$ cat config.mk
export PLATFORM = sky130hd
export DESIGN_NAME = bmv_out
export DESIGN_NICKNAME = d
export VERILOG_FILES = /design/src/hw/rtl/bmv_pkg.sv /design/src/hw/rtl/bmv_out.sv
export SDC_FILE = /design/constraint.sdc
export NUM_CORES = 1
export LEC_CHECK = 0
export BUFFER_PORTS_ARGS = -buffer_cell sky130_fd_sc_hd__buf_2
export CAP_MARGIN = 25
export CORE_MARGIN = 2
export CORE_UTILIZATION = 49
export CTS_CLUSTER_SIZE = 25
export DETAILED_ROUTE_END_ITERATION = 8
export HOLD_SLACK_MARGIN = 0.1
export PLACE_DENSITY = 0.7
export SLEW_MARGIN = 10
export SYNTH_ARGS = -nofsm -noshare
export SYNTH_HDL_FRONTEND = slang
export SYNTH_SLANG_ARGS = --single-unit
$ cat constraint.sdc
create_clock -name clk -period 4.3 [get_ports clk]
set_clock_uncertainty 0.05 [all_clocks]
set_input_delay 0.86 -clock clk [delete_from_list [all_inputs] [get_ports clk]]
set_output_delay 0.86 -clock clk [all_outputs]
set_load 0.005 [all_outputs]
$ cat src/hw/rtl/bmv_pkg.sv
// Shared constants, request/result types and counter helpers for the majority vote core.
package bmv_pkg;

    localparam int RESPONSE_BYTES = 256;
    localparam int COUNT_WIDTH    = 8;
    localparam int BITS_PER_BYTE  = 8;
    localparam int DATA_W         = 8;
    localparam int POS_W          = 8;
    localparam int CFG_W          = 8;
    localparam int STORE_DEPTH    = 256;
    localparam int ADDR_W         = $clog2(STORE_DEPTH);
    localparam int ENTRY_W        = COUNT_WIDTH * BITS_PER_BYTE;
    localparam int CMP_W          = (COUNT_WIDTH > CFG_W) ? COUNT_WIDTH : CFG_W;

    localparam logic [CFG_W-1:0] CFG_RESET = CFG_W'(15);

    // Work queue between front and back, result queue at the output
    localparam int WQ_DEPTH = 4;
    localparam int WQ_AW    = $clog2(WQ_DEPTH);
    localparam int WQ_CW    = $clog2(WQ_DEPTH + 1);
    localparam int RQ_DEPTH = 4;
    localparam int RQ_AW    = $clog2(RQ_DEPTH);
    localparam int RQ_CW    = $clog2(RQ_DEPTH + 1);

    typedef logic [COUNT_WIDTH-1:0] count_t;
    typedef logic [ENTRY_W-1:0]     entry_t;

    typedef struct packed {
        logic [DATA_W-1:0] data;
        logic [POS_W-1:0]  pos;
        logic              first_meas;
        logic              last_meas;
    } work_t;

    typedef struct packed {
        logic [DATA_W-1:0] majority;
        logic [POS_W-1:0]  pos;
    } result_t;

    // Adds one measurement byte to the eight saturating counters of a position
    function automatic entry_t count_update(input entry_t old_entry,
                                            input logic [DATA_W-1:0] data,
                                            input logic first_meas);
        entry_t                 upd;
        count_t                 base;
        logic [COUNT_WIDTH:0]   sum;
        upd = '0;
        for (int k = 0; k < BITS_PER_BYTE; k++) begin
            base = first_meas ? '0 : old_entry[k*COUNT_WIDTH +: COUNT_WIDTH];
            sum  = {1'b0, base} + {{COUNT_WIDTH{1'b0}}, data[k]};
            upd[k*COUNT_WIDTH +: COUNT_WIDTH] = sum[COUNT_WIDTH] ? {COUNT_WIDTH{1'b1}}
                                                                 : sum[COUNT_WIDTH-1:0];
        end
        return upd;
    endfunction

    // Bit k set when its count is strictly above the threshold (ties give 0)
    function automatic logic [DATA_W-1:0] vote(input entry_t cnt,
                                               input logic [CFG_W-1:0] thr);
        logic [DATA_W-1:0] res;
        res = '0;
        for (int k = 0; k < BITS_PER_BYTE; k++) begin
            res[k] = CMP_W'(cnt[k*COUNT_WIDTH +: COUNT_WIDTH]) > CMP_W'(thr);
        end
        return res;
    endfunction

endpackage

$ cat src/hw/rtl/bmv_out.sv
// Result queue presenting the oldest majority byte to the consumer.
module bmv_out (
    input  logic                       clk,
    input  logic                       rst_n,
    input  logic                       res_push,
    input  bmv_pkg::result_t           res_data,
    output logic [bmv_pkg::RQ_CW-1:0]  rq_level,
    output logic                       empty,
    input  logic                       pop,
    output bmv_pkg::result_t           head
);
    import bmv_pkg::*;

    result_t            rq_mem_reg [RQ_DEPTH];
    logic [RQ_AW-1:0]   wr_ptr_reg, wr_ptr_next;
    logic [RQ_AW-1:0]   rd_ptr_reg, rd_ptr_next;
    logic [RQ_CW-1:0]   count_reg, count_next;
    logic               deq;

    assign empty    = (count_reg == '0);
    assign rq_level = count_reg;
    assign head     = rq_mem_reg[rd_ptr_reg];
    assign deq      = pop && !empty;

    always_comb
    begin
        wr_ptr_next = res_push ? wr_ptr_reg + 1'b1 : wr_ptr_reg;
        rd_ptr_next = deq ? rd_ptr_reg + 1'b1 : rd_ptr_reg;
        count_next  = count_reg + RQ_CW'(res_push) - RQ_CW'(deq);
    end

    always_ff @(posedge clk or negedge rst_n)
    begin
        if (!rst_n)
        begin
            wr_ptr_reg <= '0;
            rd_ptr_reg <= '0;
            count_reg  <= '0;
        end
        else
        begin
            wr_ptr_reg <= wr_ptr_next;
            rd_ptr_reg <= rd_ptr_next;
            count_reg  <= count_next;
        end
    end

    always_ff @(posedge clk)
    begin
        if (res_push)
        begin
            rq_mem_reg[wr_ptr_reg] <= res_data;
        end
    end

endmodule

==> out/results.env <==
INITIAL_UTILIZATION_PCT=50.2
HPWLAFTERDP_MM=2.72
RESULT_OF_THE_RUN='finished, final reports clean'
SYNTH_COMMONEST_CELLS='64 x edfxtp_1, 8 x mux4_1, 8 x mux4_2'
GRT_PASS1_VIAS=1364
SYNTH_SEQ_AREA_SHARE_PCT=76.3
CRITPATHKIND='register to output pin'
SYNTH_FP_NETS=146
CTS_MAX_PATH_BUFFERS=2
RSZ_0062_RAISED_AFTER_GLOBAL_ROUTING='false'
REPORT.FINAL.SLEW_VIOL_COUNT=0
PWR-SHARE-COMB_PCT=27.4
FINAL.FILL_COUNT=415
SYNTH-EDFF-COUNT=64
HOLD_CLASS='input pin to asynchronous set/reset pin'
SETUP_TNS_PS=0
WORST_EP_ARRIVAL_TIME_PS=1740
LARGEST_REGISTER_FFS=64
RR_WORST_DEPTH=9
FLOORPLAN.DIE_AREA_MM2=0.00623
SYNTHDOMINANTAREACELLTYPE='edfxtp_1'
GLOBAL_ROUTE_WIRE_LENGTH_BEFORE_REPAIR_MM=6.59
POST_SYNTHESIS_ASYNC_SET_OR_RESET_FLOP_SHARE_PCT=9.86
FINAL_HOLD_VIOL_COUNT=0
WORST_SKEW_PAIR.LATE_LATENCY_PS=320
SYNTH_TOP_CELLS_BY_AREA='edfxtp_1 70%, mux4_1 7.6%, mux4_2 6.6%'
VIA_COUNT=1274
P_SW_SHARE_PCT=28.0
VIA_PER_INST=5.24
ANTENNA-DIODE-COUNT=0
CORE_AREA_MM2=0.00547
CPLARGESTDELAYFAMILY='multiplexers'
GP_CONGESTION=0.723
NUMBER_OF_ANTENNA_VIOLATIONS_AT_THE_FIRST_CHECK_IN_GLOBAL_ROUTING=1
CTS_REPAIR_RESIZED_INSTS=0
CLK_PIN_SLEW_WORST_PATHS_PS=70
CP-END-KIND='output pin'
WORST_R2R_ENDPOINT='rq_level[2]'
FINALCRITICALPERIOD_PS=2650
NORMALIZED_MAX_SLEW_MARGIN_PCT=41.0
DIE_X_UM=78.9
SYNTHMOSTINSTANTIATEDCELL='edfxtp_1'
POST_DRT_WL_PER_CELL_UM=17.6
FLOP_PWR_SHARE_PCT=49.1
NETSWITCHINGPOWER_W=0.000580
POWER_DENSITY_mW_PER_MM2=646
ORDERED_LIST_OF_CELLS_ON_THE_WORST_PATH='buf_16 > mux4_1 > buf_2'
CRITICAL-PATH-MAX-STAGE-DELAY_PS=560
GLOBAL_ROUTE.USAGE.TOTAL_PCT=15.1
PLACED_CELL_AREA_MM2=0.00299
LEAKAGEPOWER_nW=1.19
VDD_DROP_MAX_mV=0.363
SYNTH.FF_LATCH_COUNT=71
CLOCK_POWER_SHARE_PCT=23.5
CELL_INTERNAL_POWER_W=0.00149
NETLIST_INSTANCES=119
CRITPATHREQUIREDTIME_PS=3390
AREA_OF_THE_MAPPED_NETLIST_MM2=0.00275
CLOCK-ROOT-BUFFER='clkbuf_8'
PORT_BUFFERS=39
WORST_REG2REG_SETUP_SLACK_PS=2010
FINALCRITPERIODSHARE_PCT=61.7
WORST-PATH-BUF-INV=2
TOP_LEVEL_PORTS=40
CTS.SINK_COUNT=71
TIMING.MAX_CAP.VIOLATIONS=0
CTS-BUFFERS-INSERTED=9
CPMAXSTAGEDELAYCELL='mux4_1'
DETAILED_ROUTER_S_FIRST_ITERATION_VIOLATION_COUNT=98
POSTSYNTH.TOPFLOPCELL='edfxtp_1'
SYNTH_CELL_TYPES=18
CTSHTREEMAXLEVEL=3
POSTROUTEANTENNANETS=0
POST_ROUTE_CELLS_DRIVE_ABOVE_1_SHARE_PCT=36.3
NUM_ROWS=27
SYN_AREA_PER_CELL_UM2=23.1
SYNTH_TOP_CELL_AREA_SHARE_PCT=69.9
TOTALWIRELENGTH_MM=4.27
SYN2LAYOUT_AREA_GROWTH_PCT=16.7
CRITICAL_PATH.REG2REG.STARTPOINT='rq_level[1]'
SETUP_VIOL=0
CRITICAL_PATH.MAX_FANOUT=15
CTS.HOLD.BUFFERS_ADDED=0
WORST_SLEW_PIN_SLEW_PS=885
CTS_TREE='done'
FINISH.INSTANCE_AREA_MM2=0.00321
STARTPOINT_TYPE='register'
ACHIEVABLE-FREQUENCY_GHz=0.377
FINISH.NET_COUNT=193
GLOBAL_ROUTE.OVERFLOW_TOTAL=0
DRC=0
MAXIMUM_NUMBER_OF_PINS_ON_ONE_NET_BEFORE_GLOBAL_ROUTE_REPAIR=19
YOSYSWARNINGS=0
DIEHEIGHT_UM=78.9
DETAILEDROUTE.FIRSTPASSITERATIONCOUNT=4
POST-CTS-SETUP-BUFFER-COUNT=0
## through the flow
stage / util (%) / setup slack [ps] / instances / power (W) / hold slack [ps]
finish: 58.6 / 1650 / 243 / 0.00207 / 308
global route: 58.6 / 1550 / 243 / 0.00219 / 300
CTS: 58.1 / 1180 / 242 / 0.00207 / 295
detailed placement: 54.7 / 1560 / 226 / 0.00158 / 491
global placement: 54.7 / 1570 / 226 / 0.00155 / 456
floorplan: - / 2010 / 119 / 0.00139 / 444
## worst register-to-register path, stage by stage (launching register included)
cell     delay, ps
dfrtp_1        460
o31ai_1        400
inv_1           80
ha_1           280
inv_1           60
ha_1           130
inv_1           50
fa_1           370
xnor2_1        200
xnor2_1        140
## power by group through the flow
stage / logic, W / clock network, W / registers (W)
floorplan: 0.000416 / 0 / 0.000972
global placement: 0.000492 / 0 / 0.00105
detailed placement: 0.000515 / 0 / 0.00107
CTS: 0.000517 / 0.000500 / 0.00105
global route: 0.000623 / 0.000528 / 0.00104
finish: 0.000567 / 0.000488 / 0.00102
## worst max-delay path by stage
stage | slack, ps | depth (start not counted) | startpoint | endpoint
3_5_place_dp | 1560 | 2 | rd_ptr_reg[0] | head[4]
6_report | 1650 | 3 | rd_ptr_reg[0] | head[4]
2_1_floorplan | 2010 | 9 | pop | rq_level[2]
4_1_cts | 1180 | 2 | rd_ptr_reg[0] | head[4]
3_3_place_gp | 1570 | 2 | rd_ptr_reg[0] | head[6]
5_1_grt | 1550 | 3 | rd_ptr_reg[0] | head[15]
## metal layers
layer  track usage [%]  vias to the layer above  part of all wire, %  routed length [um]
li1                  -                      577                    -                   -
met1              16.3                      642                   37                1600
met2              25.6                       41                   53                2280
met3              4.32                       14                  5.8                 246
met4              10.5                        0                  3.6                 155
met5                 0                        -                    0                   0
## final cells by class
class,instances,area (um2),area share [%]
Sequential cell,71,2100,65.4
Multi-Input combinational cell,37,584,18.2
Timing Repair Buffer,40,223,6.94
Clock buffer,9,124,3.86
Tap cell,72,90.1,2.81
Clock inverter,7,63.8,1.99
Inverter,7,26.3,0.819
## cells by family after synthesis
| logic type | Yosys count | share of synthesized area [%] |
|---|---|---|
| DFF | 71 | 76.3 |
| muxes | 16 | 14.2 |
| buffers and inverters | 11 | 2.46 |
| adders and majority gates | 7 | 3.46 |
| and+or+nand+nor | 6 | 1.23 |
| xor gates and xnor gates | 5 | 1.59 |
| AOI/OAI and AO/OA | 3 | 0.774 |
## layout by cell type (no fill, tap or decap), drive strengths merged
cell      count
nor3          1
buf          40
xnor2         4
bufinv        1
edfxtp       64
clkinvlp      1
ha            6
dfrtp         7
inv           7
fa            1
o31ai         1
xor2          1
o21ai         1
o311ai        1
clkbuf        9
and2          4
clkinv        5
nand2         1
mux4         16
(Power assumes the default switching activity.)
