--- src/hw/rtl/bmv_pkg.sv ---
// Shared constants, request/result types and counter helpers for the majority vote core.
package bmv_pkg;

    localparam int RESPONSE_BYTES = 256;
    localparam int COUNT_WIDTH    = 8;
    localparam int BITS_PER_BYTE  = 8;
    localparam int DATA_W         = 8;
    localparam int POS_W          = 8;
    localparam int CFG_W          = 8;
    localparam int STORE_DEPTH    = 256;
    localparam int ADDR_W         = $clog2(STORE_DEPTH);
    localparam int ENTRY_W        = COUNT_WIDTH * BITS_PER_BYTE;
    localparam int CMP_W          = (COUNT_WIDTH > CFG_W) ? COUNT_WIDTH : CFG_W;

    localparam logic [CFG_W-1:0] CFG_RESET = CFG_W'(15);

    // Work queue between front and back, result queue at the output
    localparam int WQ_DEPTH = 4;
    localparam int WQ_AW    = $clog2(WQ_DEPTH);
    localparam int WQ_CW    = $clog2(WQ_DEPTH + 1);
    localparam int RQ_DEPTH = 4;
    localparam int RQ_AW    = $clog2(RQ_DEPTH);
    localparam int RQ_CW    = $clog2(RQ_DEPTH + 1);

    typedef logic [COUNT_WIDTH-1:0] count_t;
    typedef logic [ENTRY_W-1:0]     entry_t;

    typedef struct packed {
        logic [DATA_W-1:0] data;
        logic [POS_W-1:0]  pos;
        logic              first_meas;
        logic              last_meas;
    } work_t;

    typedef struct packed {
        logic [DATA_W-1:0] majority;
        logic [POS_W-1:0]  pos;
    } result_t;

    // Adds one measurement byte to the eight saturating counters of a position
    function automatic entry_t count_update(input entry_t old_entry,
                                            input logic [DATA_W-1:0] data,
                                            input logic first_meas);
        entry_t                 upd;
        count_t                 base;
        logic [COUNT_WIDTH:0]   sum;
        upd = '0;
        for (int k = 0; k < BITS_PER_BYTE; k++) begin
            base = first_meas ? '0 : old_entry[k*COUNT_WIDTH +: COUNT_WIDTH];
            sum  = {1'b0, base} + {{COUNT_WIDTH{1'b0}}, data[k]};
            upd[k*COUNT_WIDTH +: COUNT_WIDTH] = sum[COUNT_WIDTH] ? {COUNT_WIDTH{1'b1}}
                                                                 : sum[COUNT_WIDTH-1:0];
        end
        return upd;
    endfunction

    // Bit k set when its count is strictly above the threshold (ties give 0)
    function automatic logic [DATA_W-1:0] vote(input entry_t cnt,
                                               input logic [CFG_W-1:0] thr);
        logic [DATA_W-1:0] res;
        res = '0;
        for (int k = 0; k < BITS_PER_BYTE; k++) begin
            res[k] = CMP_W'(cnt[k*COUNT_WIDTH +: COUNT_WIDTH]) > CMP_W'(thr);
        end
        return res;
    endfunction

endpackage

--- src/hw/rtl/bmv_front.sv ---
// Front end: takes requests, drops out-of-range positions, queues the rest for the back end.
module bmv_front (
    input  logic                  clk,
    input  logic                  rst_n,
    input  logic                  push,
    output logic                  full,
    input  logic [bmv_pkg::DATA_W-1:0] data_byte,
    input  logic [bmv_pkg::POS_W-1:0]  byte_position,
    input  logic                  first_measurement,
    input  logic                  final_measurement,
    output logic                  head_valid,
    output bmv_pkg::work_t        head,
    input  logic                  head_pop
);
    import bmv_pkg::*;

    work_t              wq_mem_reg [WQ_DEPTH];
    logic [WQ_AW-1:0]   wr_ptr_reg, wr_ptr_next;
    logic [WQ_AW-1:0]   rd_ptr_reg, rd_ptr_next;
    logic [WQ_CW-1:0]   count_reg, count_next;
    logic               accept;
    logic               in_range;
    logic               enq;
    logic               deq;
    work_t              item;

    assign full       = (count_reg == WQ_CW'(WQ_DEPTH));
    assign head_valid = (count_reg != '0);
    assign head       = wq_mem_reg[rd_ptr_reg];

    assign accept   = push && !full;
    assign in_range = ({1'b0, 24'd0, byte_position} < 33'(RESPONSE_BYTES));
    assign enq      = accept && in_range;
    assign deq      = head_pop && head_valid;

    always_comb
    begin
        item.data       = data_byte;
        item.pos        = byte_position;
        item.first_meas = first_measurement;
        item.last_meas  = final_measurement;
    end

    always_comb
    begin
        wr_ptr_next = enq ? wr_ptr_reg + 1'b1 : wr_ptr_reg;
        rd_ptr_next = deq ? rd_ptr_reg + 1'b1 : rd_ptr_reg;
        count_next  = count_reg + WQ_CW'(enq) - WQ_CW'(deq);
    end

    always_ff @(posedge clk or negedge rst_n)
    begin
        if (!rst_n)
        begin
            wr_ptr_reg <= '0;
            rd_ptr_reg <= '0;
            count_reg  <= '0;
        end
        else
        begin
            wr_ptr_reg <= wr_ptr_next;
            rd_ptr_reg <= rd_ptr_next;
            count_reg  <= count_next;
        end
    end

    always_ff @(posedge clk)
    begin
        if (enq)
        begin
            wq_mem_reg[wr_ptr_reg] <= item;
        end
    end

endmodule

--- config.mk ---
export PLATFORM = sky130hd
export DESIGN_NAME = bmv_front
export DESIGN_NICKNAME = d
export VERILOG_FILES = /design/src/hw/rtl/bmv_pkg.sv /design/src/hw/rtl/bmv_front.sv
export SDC_FILE = /design/constraint.sdc
export NUM_CORES = 1
export LEC_CHECK = 0
export ABC_AREA = 1
export BUFFER_PORTS_ARGS = -buffer_cell sky130_fd_sc_hd__buf_2
export CORE_ASPECT_RATIO = 0.75
export CORE_MARGIN = 2
export CORE_UTILIZATION = 50
export CTS_BUF_LIST = sky130_fd_sc_hd__clkbuf_16
export DETAILED_ROUTE_END_ITERATION = 16
export PLACE_DENSITY = 0.7
export SYNTH_ARGS = -nofsm -noshare
export SYNTH_HDL_FRONTEND = slang
export SYNTH_SLANG_ARGS = --single-unit
--- constraint.sdc ---
create_clock -name clk -period 5.9 [get_ports clk]
set_input_delay 0.295 -clock clk [delete_from_list [all_inputs] [get_ports clk]]
set_output_delay 0.295 -clock clk [all_outputs]
set_load 0.05 [all_outputs]
==> results of run 1 <==
-- worst paths after layout --
path,startpoint,to,slack [ns],depth (start not counted)
setup reg to reg,count_reg[1]$_DFF_PN0_,count_reg[2]$_DFF_PN0_,3.75,10
max in group asynchronous,rst_n,rd_ptr_reg[0]$_DFFE_PN0P_,5.40,2
min in group asynchronous,rst_n,count_reg[0]$_DFF_PN0_,0.32,2
hold reg to reg,rd_ptr_reg[1]$_DFFE_PN0P_,rd_ptr_reg[1]$_DFFE_PN0P_,0.50,2
hold / removal,data_byte[4],wq_mem_reg[2][14]$_DFFE_PP_,0.18,1
setup / recovery,rd_ptr_reg[0]$_DFFE_PN0P_,head[5],3.34,4
-- final cells by class --
cell class                      instances  area share (%)
Sequential cell                        79            61.4
Multi-Input combinational cell        162            19.4
Clock buffer                            9            5.91
Timing Repair Buffer                   42            5.65
Inverter                               35            3.45
Tap cell                               81            2.66
Clock inverter                          7            1.61
-- timing repair --
action / 4_1_cts / 5_1_grt
hold buffers: 1 / 0
endpoints found under the setup margin: 0 / 0
endpoints found under the hold margin: 7 / 0
-- logic make-up after synthesis --
| family | after synthesis | synth area share (%) |
|---|---|---|
| AOI/OAI and AO/OA | 36 | 5.50 |
| adders and majority gates | 7 | 2.90 |
| buffers and inverters | 45 | 6.45 |
| DFF | 79 | 71.3 |
| and+or+nand+nor | 119 | 13.8 |
-- Yosys cell counts --
cell type,instances,area share [%]
o21ai_0,11,1.7
inv_2,2,0.23
ha_1,6,2.3
edfxtp_1,72,66
buf_2,4,0.61
o21ai_1,25,3.8
inv_1,33,3.8
dfrtp_1,7,5.3
fa_1,1,0.61
clkbuf_1,1,0.11
buf_6,5,1.7
nand2_1,73,8.4
nand3_1,5,0.76
nor2_1,41,4.7
-- stage by stage --
step                cell area [um2]  utilization [%]
floorplan                      3280                -
global placement               3510             55.6
detailed placement             3510             55.6
CTS                            3810             60.3
global route                   3810             60.3
finish                         3810             60.3
-- routing by layer --
metal | GRT usage, % | vias to the layer above | share of wire [%]
li1 | - | 1030 | -
met1 | 19.7 | 891 | 48
met2 | 25.8 | 35 | 46
met3 | 5.64 | 5 | 4.9
met4 | 7.41 | 0 | 1.0
met5 | 0 | - | 0
-- power breakdown --
part | internal [uW] | switching, uW | total (uW)
sequential | 745 | 91.1 | 837
combinational | 210 | 673 | 883
clock | 293 | 224 | 517
==> results.md, run 1 <==
* Rows at 25
* Placed Cells at 398
* Dpl ws at 3.69 ns
* Pwr dens at 587 nW/um2
* # port buffers at 41
* Setup-failing EPs final at 0
* Initial Util at between 50 and 60%
* # clock sinks at 79
* Critical-path top delay cell: dfrtp_2
* Max FFs per register at 72
* Drt pass-1 iters at 4
* Slack of the critical path at 3.34 ns
* I/O Pins at 42
* Layout area overhead at 16.3%
* Maximum vdd ir drop at around 0.32 mV
* Fillers at 519
* Max Freq at between 300 and 400 MHz
* Setup Skew at just under 0.007 ns
* Syn. warnings at 0
* DR vias at just under 2000
* Non-Filler Instances at 415
* CP arrival at between 2 and 2.5 ns
* CTS Buffer Depth at 2
* Core area at 6320 um2
* Yosys cell types at 14
* Share of cells above drive strength 1 at 19.2%
* Final worst path period share at 43.3%
* DR iter-0 viols at 90
* Post-DR wirelength/cell at 12.9 um
* Antenna violations before repair at 0
* Number of diodes at 0
* Worst Hold Class: input pin to flop
* Placed wire-length estimate at 3100 um
* Hold slack at 0.175 ns
* Sum of buffers and inverters on the critical path at 2
* Most common cell after layout, fill and taps aside: nand2_1
* Sequential Area at 2340 um2
* Syn_nets at 315
* Worst skew pair latency at 0.33 ns
* Die area at 7220 um2
* Sequential share of the synthesized area at 71.3%
* Crit Path Category: flop to output pin
* Final hold violations at 0
* Vias in the first global route at roughly 1800
* CP startpoint kind: flop
* DIE HEIGHT at 74.1 um
* Worst-margin pin slew at ~1.1 ns
* Multi-input logic area at 738 um2
* TritonCTS clock tree: yes
* Setup TNS at 0 ns
* Total CTS buffers at 9
* Total power draw at 2240 uW
* Die width at 97.5 um
* DR vias/cell at 4.73
* Leakage at 0.00162 uW
* Post-Syn Area at 3280 um2
* Run status: complete, no violations
* Most frequent cells in the layout: 73 x nand2_1, 72 x edfxtp_1, 41 x buf_2
* First-pass GRT wire length at roughly 8400 um
* Syn avg cell area at ~11 um2
* GRT Util Overall at 15.9%
* Slew Viols, Final at 0
* Post-CTS Setup Repair Bufs at 0
* CP top delay family: flip-flops
* Worst relative slew slack at 28.9%
* Largest net degree at the start of global routing at between 50 and 60
* Final ANT Viol Nets at 0
* Max capacitance violation total at 0
* CTS clk-pin slew, worst paths at about 0.060 ns
* Setup crit end kind: output pin
* Routed wire length at 5340 um
* Routability cong. at 0.779
* CP cell instances: inv_2 -> o21ai_1 -> nand2_1 -> buf_2
* Syn Inst Count at about 290
* Post-CTS sizing at 0
* Drt drc at 0
* Final #Nets at roughly 360
* Remaining Overflow, GRT at 0
* Number of synthesized register bits at 79
* Worst endpoint required time at approximately 5.6 ns
* CTS Root Buffer Type: clkbuf_16
* H-tree depth at 3
* Crit-path max cell delay at 0.98 ns
* Post-route minimum period at around 2.6 ns
* Unrepaired setup endpoints after global routing: no
* Crit path max fanout at 57
Note: power is estimated with default switching activity, not from simulation.
==> inputs of run 2 (changes only) <==
Settings changed: PLACE_DENSITY 0.7 to 0.73.
Clock period 5.9 ns to 2.15 ns, I/O delays scaled along.
==> run 2 against run 1 <==
Against the previous run:
- setup slack got worse by 3.2 ns
- power grew to 2.8 times the previous value
- global-route usage is 2.0 points higher
- count of clock-buffer cells in the layout unchanged
- first-iteration DRC count is 54% higher
- sequential share of layout area is 3.0 points lower
- register-to-register slack got worse by 3.6 ns
- critical path depth increased by 7
- largest cell class unchanged
==> results.md, run 2 (synthesis gave the netlist of run 1 again) <==
* Dpl ws at 0.175 ns
* Crit-path max cell delay at 0.43 ns
* Routed wire length at around 5800 um
* H-tree depth at 3
* CTS Buffer Depth at 2
* Post-DR wirelength/cell at about 13 um
* Core area at 6320 um2
* Hold slack at 0.0125 ns
* I/O Pins at 42
* Die width at 97.5 um
* Final core utilization at 63.4%
* Total CTS buffers at 9
* Setup crit end kind: flop
* Worst Hold Class: input pin to flop
* # clock sinks at 79
* Slew Viols, Final at 0
* Leakage at 0.00171 uW
* DR vias/cell at 4.82
* Final #Nets at 378
* Rows at 25
* Post-CTS Setup Repair Bufs at 0
* Crit path max fanout at 5
* Number of diodes at 0
* Max capacitance violation total at 0
* Max FFs per register at 72
* Unrepaired setup endpoints after global routing: no
* Antenna violations before repair at 0
* Worst-margin pin slew at approximately 0.65 ns
* Final hold violations at 0
* Drt pass-1 iters at 4
* DIE HEIGHT at 74.1 um
* Critical-path top delay cell: dfrtp_1
* CP arrival at between 2 and 2.5 ns
* Remaining Overflow, GRT at 0
* Final ANT Viol Nets at 0
* Routability cong. at between 0.7 and 0.8
* Initial Util at 51.9%
* Worst relative slew slack at between 50% and 60%
* Largest net degree at the start of global routing at 38
* Layout area overhead at 22.3%
* CTS clk-pin slew, worst paths at 0.05 ns
* GRT Util Overall at about 18%
* Max Freq at 503 MHz
* Run status: complete, no violations
* # port buffers at between 40 and 50
* Worst endpoint required time at 2.36 ns
* Drt drc at 0
* TritonCTS clock tree: yes
* Most used cell, CP: inv_1
* Placed wire-length estimate at 3510 um
* CTS Root Buffer Type: clkbuf_16
* Worst skew pair latency at 0.32 ns
* CP startpoint kind: flop
* DR iter-0 viols at 139
* Fillers at roughly 500
* Pwr dens at between 1500 and 2000 nW/um2
* Maximum vdd ir drop at roughly 0.94 mV
* Slack of the critical path at 0.162 ns
* Share of cells above drive strength 1 at 19.5%
* Final worst path period share at 92.5%
* CP cell instances: nor2_2 -> nand2_2 -> nand2_1 -> inv_1 -> ha_1 -> inv_1 -> ha_1 -> inv_1 -> fa_1 -> nand3_1 -> nand2_1
* Setup TNS at 0 ns
* Most frequent cells in the layout: 72 x nand2_1, 72 x edfxtp_1, 41 x buf_2
* Crit Path Category: flop to flop
* Setup-failing EPs final at 0
* Vias in the first global route at 2082
* Setup Skew at around 0.0054 ns
* Post-route minimum period at 1.99 ns
* DR vias at 2092
* Die area at between 7000 and 8000 um2
* First-pass GRT wire length at 9650 um
[run 2: changes by cell type in the layout (fill, tap and decap cells not counted), sizes merged]
cell	delta
dlygate4sd3	+13
clkinvlp	+2
inv	-3
buf	+7
[run 2: area by class of cell]
| type | count | area [um2] | share of cell area, % |
|---|---|---|---|
| clock inverter | 6 | 31.3 | 0.781 |
| inverter | 35 | 131 | 3.28 |
| sequential | 79 | 2340 | 58.4 |
| clock buffer | 9 | 225 | 5.62 |
| timing repair buffer | 62 | 435 | 10.9 |
| multi-input combinational | 162 | 743 | 18.6 |
| tap | 81 | 101 | 2.53 |
[run 2: timing repair]
item                                    in CTS  in global routing
endpoints found under the hold margin       55                  3
hold buffers                                13                  1
gates resized for setup                      0                  1
endpoints found under the setup margin       0                  1
[run 2: stage by stage]
step / std cells / total power [uW] / instance area (um2)
3_3_place_gp: 405 / 4850 / 3610
5_1_grt: 434 / 6560 / 4010
6_report: 434 / 6170 / 4010
2_1_floorplan: 286 / 4290 / 3280
4_1_cts: 433 / 6230 / 3990
3_5_place_dp: 405 / 4900 / 3610
[run 2: per-layer routing]
layer | GRT usage (%) | vias up | wire length [um]
met1 | 21.7 | 979 | 2570
met5 | 0 | - | 0
li1 | - | 1063 | -
met2 | 30.7 | 48 | 2920
met3 | 6.48 | 2 | 280
met4 | 5.40 | 0 | 25
[run 2: where the power goes]
part	internal (uW)	switching, uW	total (uW)
clock	758	529	1290
combinational	687	2040	2720
sequential	2040	112	2150
total	3490	2680	6170
[run 2: worst max-delay path, delay by kind of cell, from the launching register on]
kind                       cells  cell delay, ns
and+or+nand+nor                5            0.46
buffers and inverters          3            0.18
DFF                            1            0.43
adders and majority gates      3            0.79
[run 2: worst paths after layout]
kind	start	to	slack (ns)	cells past startpoint
setup / recovery	count_reg[1]$_DFF_PN0_	count_reg[2]$_DFF_PN0_	0.16	11
hold / removal	final_measurement	wq_mem_reg[0][0]$_DFFE_PP_	0.01	1
setup reg to reg	count_reg[1]$_DFF_PN0_	count_reg[2]$_DFF_PN0_	0.16	11
hold reg to reg	rd_ptr_reg[1]$_DFFE_PN0P_	rd_ptr_reg[1]$_DFFE_PN0P_	0.51	2
max in group asynchronous	rst_n	rd_ptr_reg[0]$_DFFE_PN0P_	1.82	2
min in group asynchronous	rst_n	wr_ptr_reg[1]$_DFFE_PN0P_	0.16	2
==> inputs of run 3 (changes only) <==
Settings changed: RECOVER_POWER set to 100.
==> run 3 against run 2 <==
Against the previous run:
- die area stayed put
- setup slack worse by 0.0053 ns
- register-to-register slack hardly changed
- clock skew hardly changed
- hold slack better by 0.043 ns
- combinational power hardly changed
- non-clock buffer count stayed put
- final area is 1.0% lower
- sequential cell count stayed put
- via count is 0.24% higher
- critical path type unchanged
- critical endpoint unchanged
- largest cell class unchanged
==> results.md, run 3 (synthesis gave the netlist of run 1 again) <==
* GRT Util Overall at 17.9%
* H-tree depth at 3
* Die width at 97.5 um
* Final core utilization at 62.8%
* Rows at 25
* Drt drc at 0
* Worst relative slew slack at between 50% and 60%
* Number of diodes at 0
* Worst skew pair latency at 0.32 ns
* Reg-to-Reg Start: count_reg[1]$_DFF_PN0_
* TritonCTS clock tree: yes
* Max Freq at 502 MHz
* CTS clk-pin slew, worst paths at 0.05 ns
* CTS Root Buffer Type: clkbuf_16
* Largest net degree at the start of global routing at 38
* Placed wire-length estimate at about 3500 um
* Crit-path max cell delay at 0.43 ns
* Remaining Overflow, GRT at 0
* DIE HEIGHT at 74.1 um
* Critical-path top delay cell: dfrtp_1
* CP top delay family: adder cells
* Antenna violations before repair at 0
* Max FFs per register at 72
* Total power draw at 6150 uW
* Share of cells above drive strength 1 at roughly an eighth
* Worst-margin pin slew at slightly above 0.7 ns
* Most used cell, CP: inv_1
* Final worst path period share at 92.7%
* Pwr dens at approximately 1500 nW/um2
* Setup crit end: count_reg[2]$_DFF_PN0_
* DR iter-0 viols at 97
* Reg-to-reg critical path endpoint: count_reg[2]$_DFF_PN0_
* Critical path depth in cells at 11
* Leakage at about 0.0016 uW
* Die area at 7220 um2
* Crit path max fanout at 5
* Total CTS buffers at 9
* Unrepaired setup endpoints after global routing: no
* CP arrival at 2.21 ns
* Placed Cells at 405
* Drt pass-1 iters at 4
* Non-Filler Instances at 434
* Crit Path Category: flop to flop
* Setup Skew at between 0.005 and 0.006 ns
* CP startpoint kind: flop
* Post-route minimum period at ~2 ns
* Final ANT Viol Nets at 0
* Slew Viols, Final at 0
* Maximum vdd ir drop at 0.939 mV
* CTS Buffer Depth at 2
* Worst Hold Class: input pin to flop
* Sum of buffers and inverters on the critical path at 3
* Layout area overhead at 21.0%
* Core area at 6320 um2
* Vias in the first global route at 2082
* I/O Pins at 42
* Initial Util at 51.9%
* Most frequent cells in the layout: 72 x nand2_1, 72 x edfxtp_1, 39 x nor2_1
* Crit. Startpoint: count_reg[1]$_DFF_PN0_
* # port buffers at approximately 40
* Setup TNS at 0 ns
* Routability cong. at 0.758
* DR vias/cell at 4.83
* # clock sinks at 79
* Post-DR wirelength/cell at ~13 um
* Final #Nets at 378
* Max capacitance violation total at 0
* Setup-failing EPs final at 0
* CP cell instances: nor2_2 -> nand2_2 -> nand2_1 -> inv_1 -> ha_1 -> inv_1 -> ha_1 -> inv_1 -> fa_1 -> nand3_1 -> nand2_1
* Setup crit end kind: flop
* Routed wire length at 5820 um
* Worst endpoint required time at 2.36 ns
* Worst-case reg-to-reg path depth at 11
* DR vias at 2097
* Final hold violations at 0
* First-pass GRT wire length at 9650 um
* Run status: complete, no violations
* Reg2reg setup slack at 0.16 ns
==> run 3: worst min-delay path: stages <==
cell and delay (ns):
buf_2 0.10, nand3_1 0.07, nand2_1 0.06
==> run 3: final cells by class <==
class	instances	area, um2
Multi-Input combinational cell	162	736
Tap cell	81	101
Fill cell	506	2350
Clock inverter	6	31.3
Sequential cell	79	2340
Timing Repair Buffer	62	403
Clock buffer	9	225
Inverter	35	131
==> run 3: what timing repair did <==
action                     4_1_cts  5_1_grt
buffers inserted                 0        0
hold buffers                    13        1
setup endpoints to repair        0        1
hold endpoints to repair        55        3
gates resized for setup          0        1
==> run 3: stage by stage <==
stage | hold slack (ns) | area [um2] | setup WS, ns
after floorplan | -0.188 | 3280 | 0.101
after global placement | -0.0470 | 3610 | 0.244
after detailed placement | -0.0444 | 3610 | 0.175
after CTS | 0.00183 | 3990 | 0.118
after global routing | 0.0765 | 3970 | 0.0221
final | 0.0550 | 3970 | 0.156
==> run 3: worst min path at each step <==
stage | start | to | slack [ns] | depth (start not counted)
floorplan | rst_n | count_reg[0]$_DFF_PN0_ | -0.19 | 0
global placement | rst_n | rd_ptr_reg[1]$_DFFE_PN0P_ | -0.05 | 1
detailed placement | rst_n | count_reg[1]$_DFF_PN0_ | -0.04 | 1
CTS | byte_position[7] | wq_mem_reg[0][9]$_DFFE_PP_ | 0.002 | 1
global route | head_pop | rd_ptr_reg[0]$_DFFE_PN0P_ | 0.08 | 3
finish | head_pop | rd_ptr_reg[0]$_DFFE_PN0P_ | 0.06 | 3
==> run 3: per-layer routing <==
layer	global-route usage, %	vias up	wire, um
li1	-	1063	-
met1	21.7	980	2590
met2	30.7	50	2900
met3	6.48	4	290
met4	5.40	0	42
met5	0	-	0
==> run 3: report_power, final <==
group          switching [uW]  leakage (uW)  internal (uW)
clock                     530      0.000127            758
combinational            2040      0.000777            658
sequential                111      0.000742           2040
total                    2690       0.00165           3460
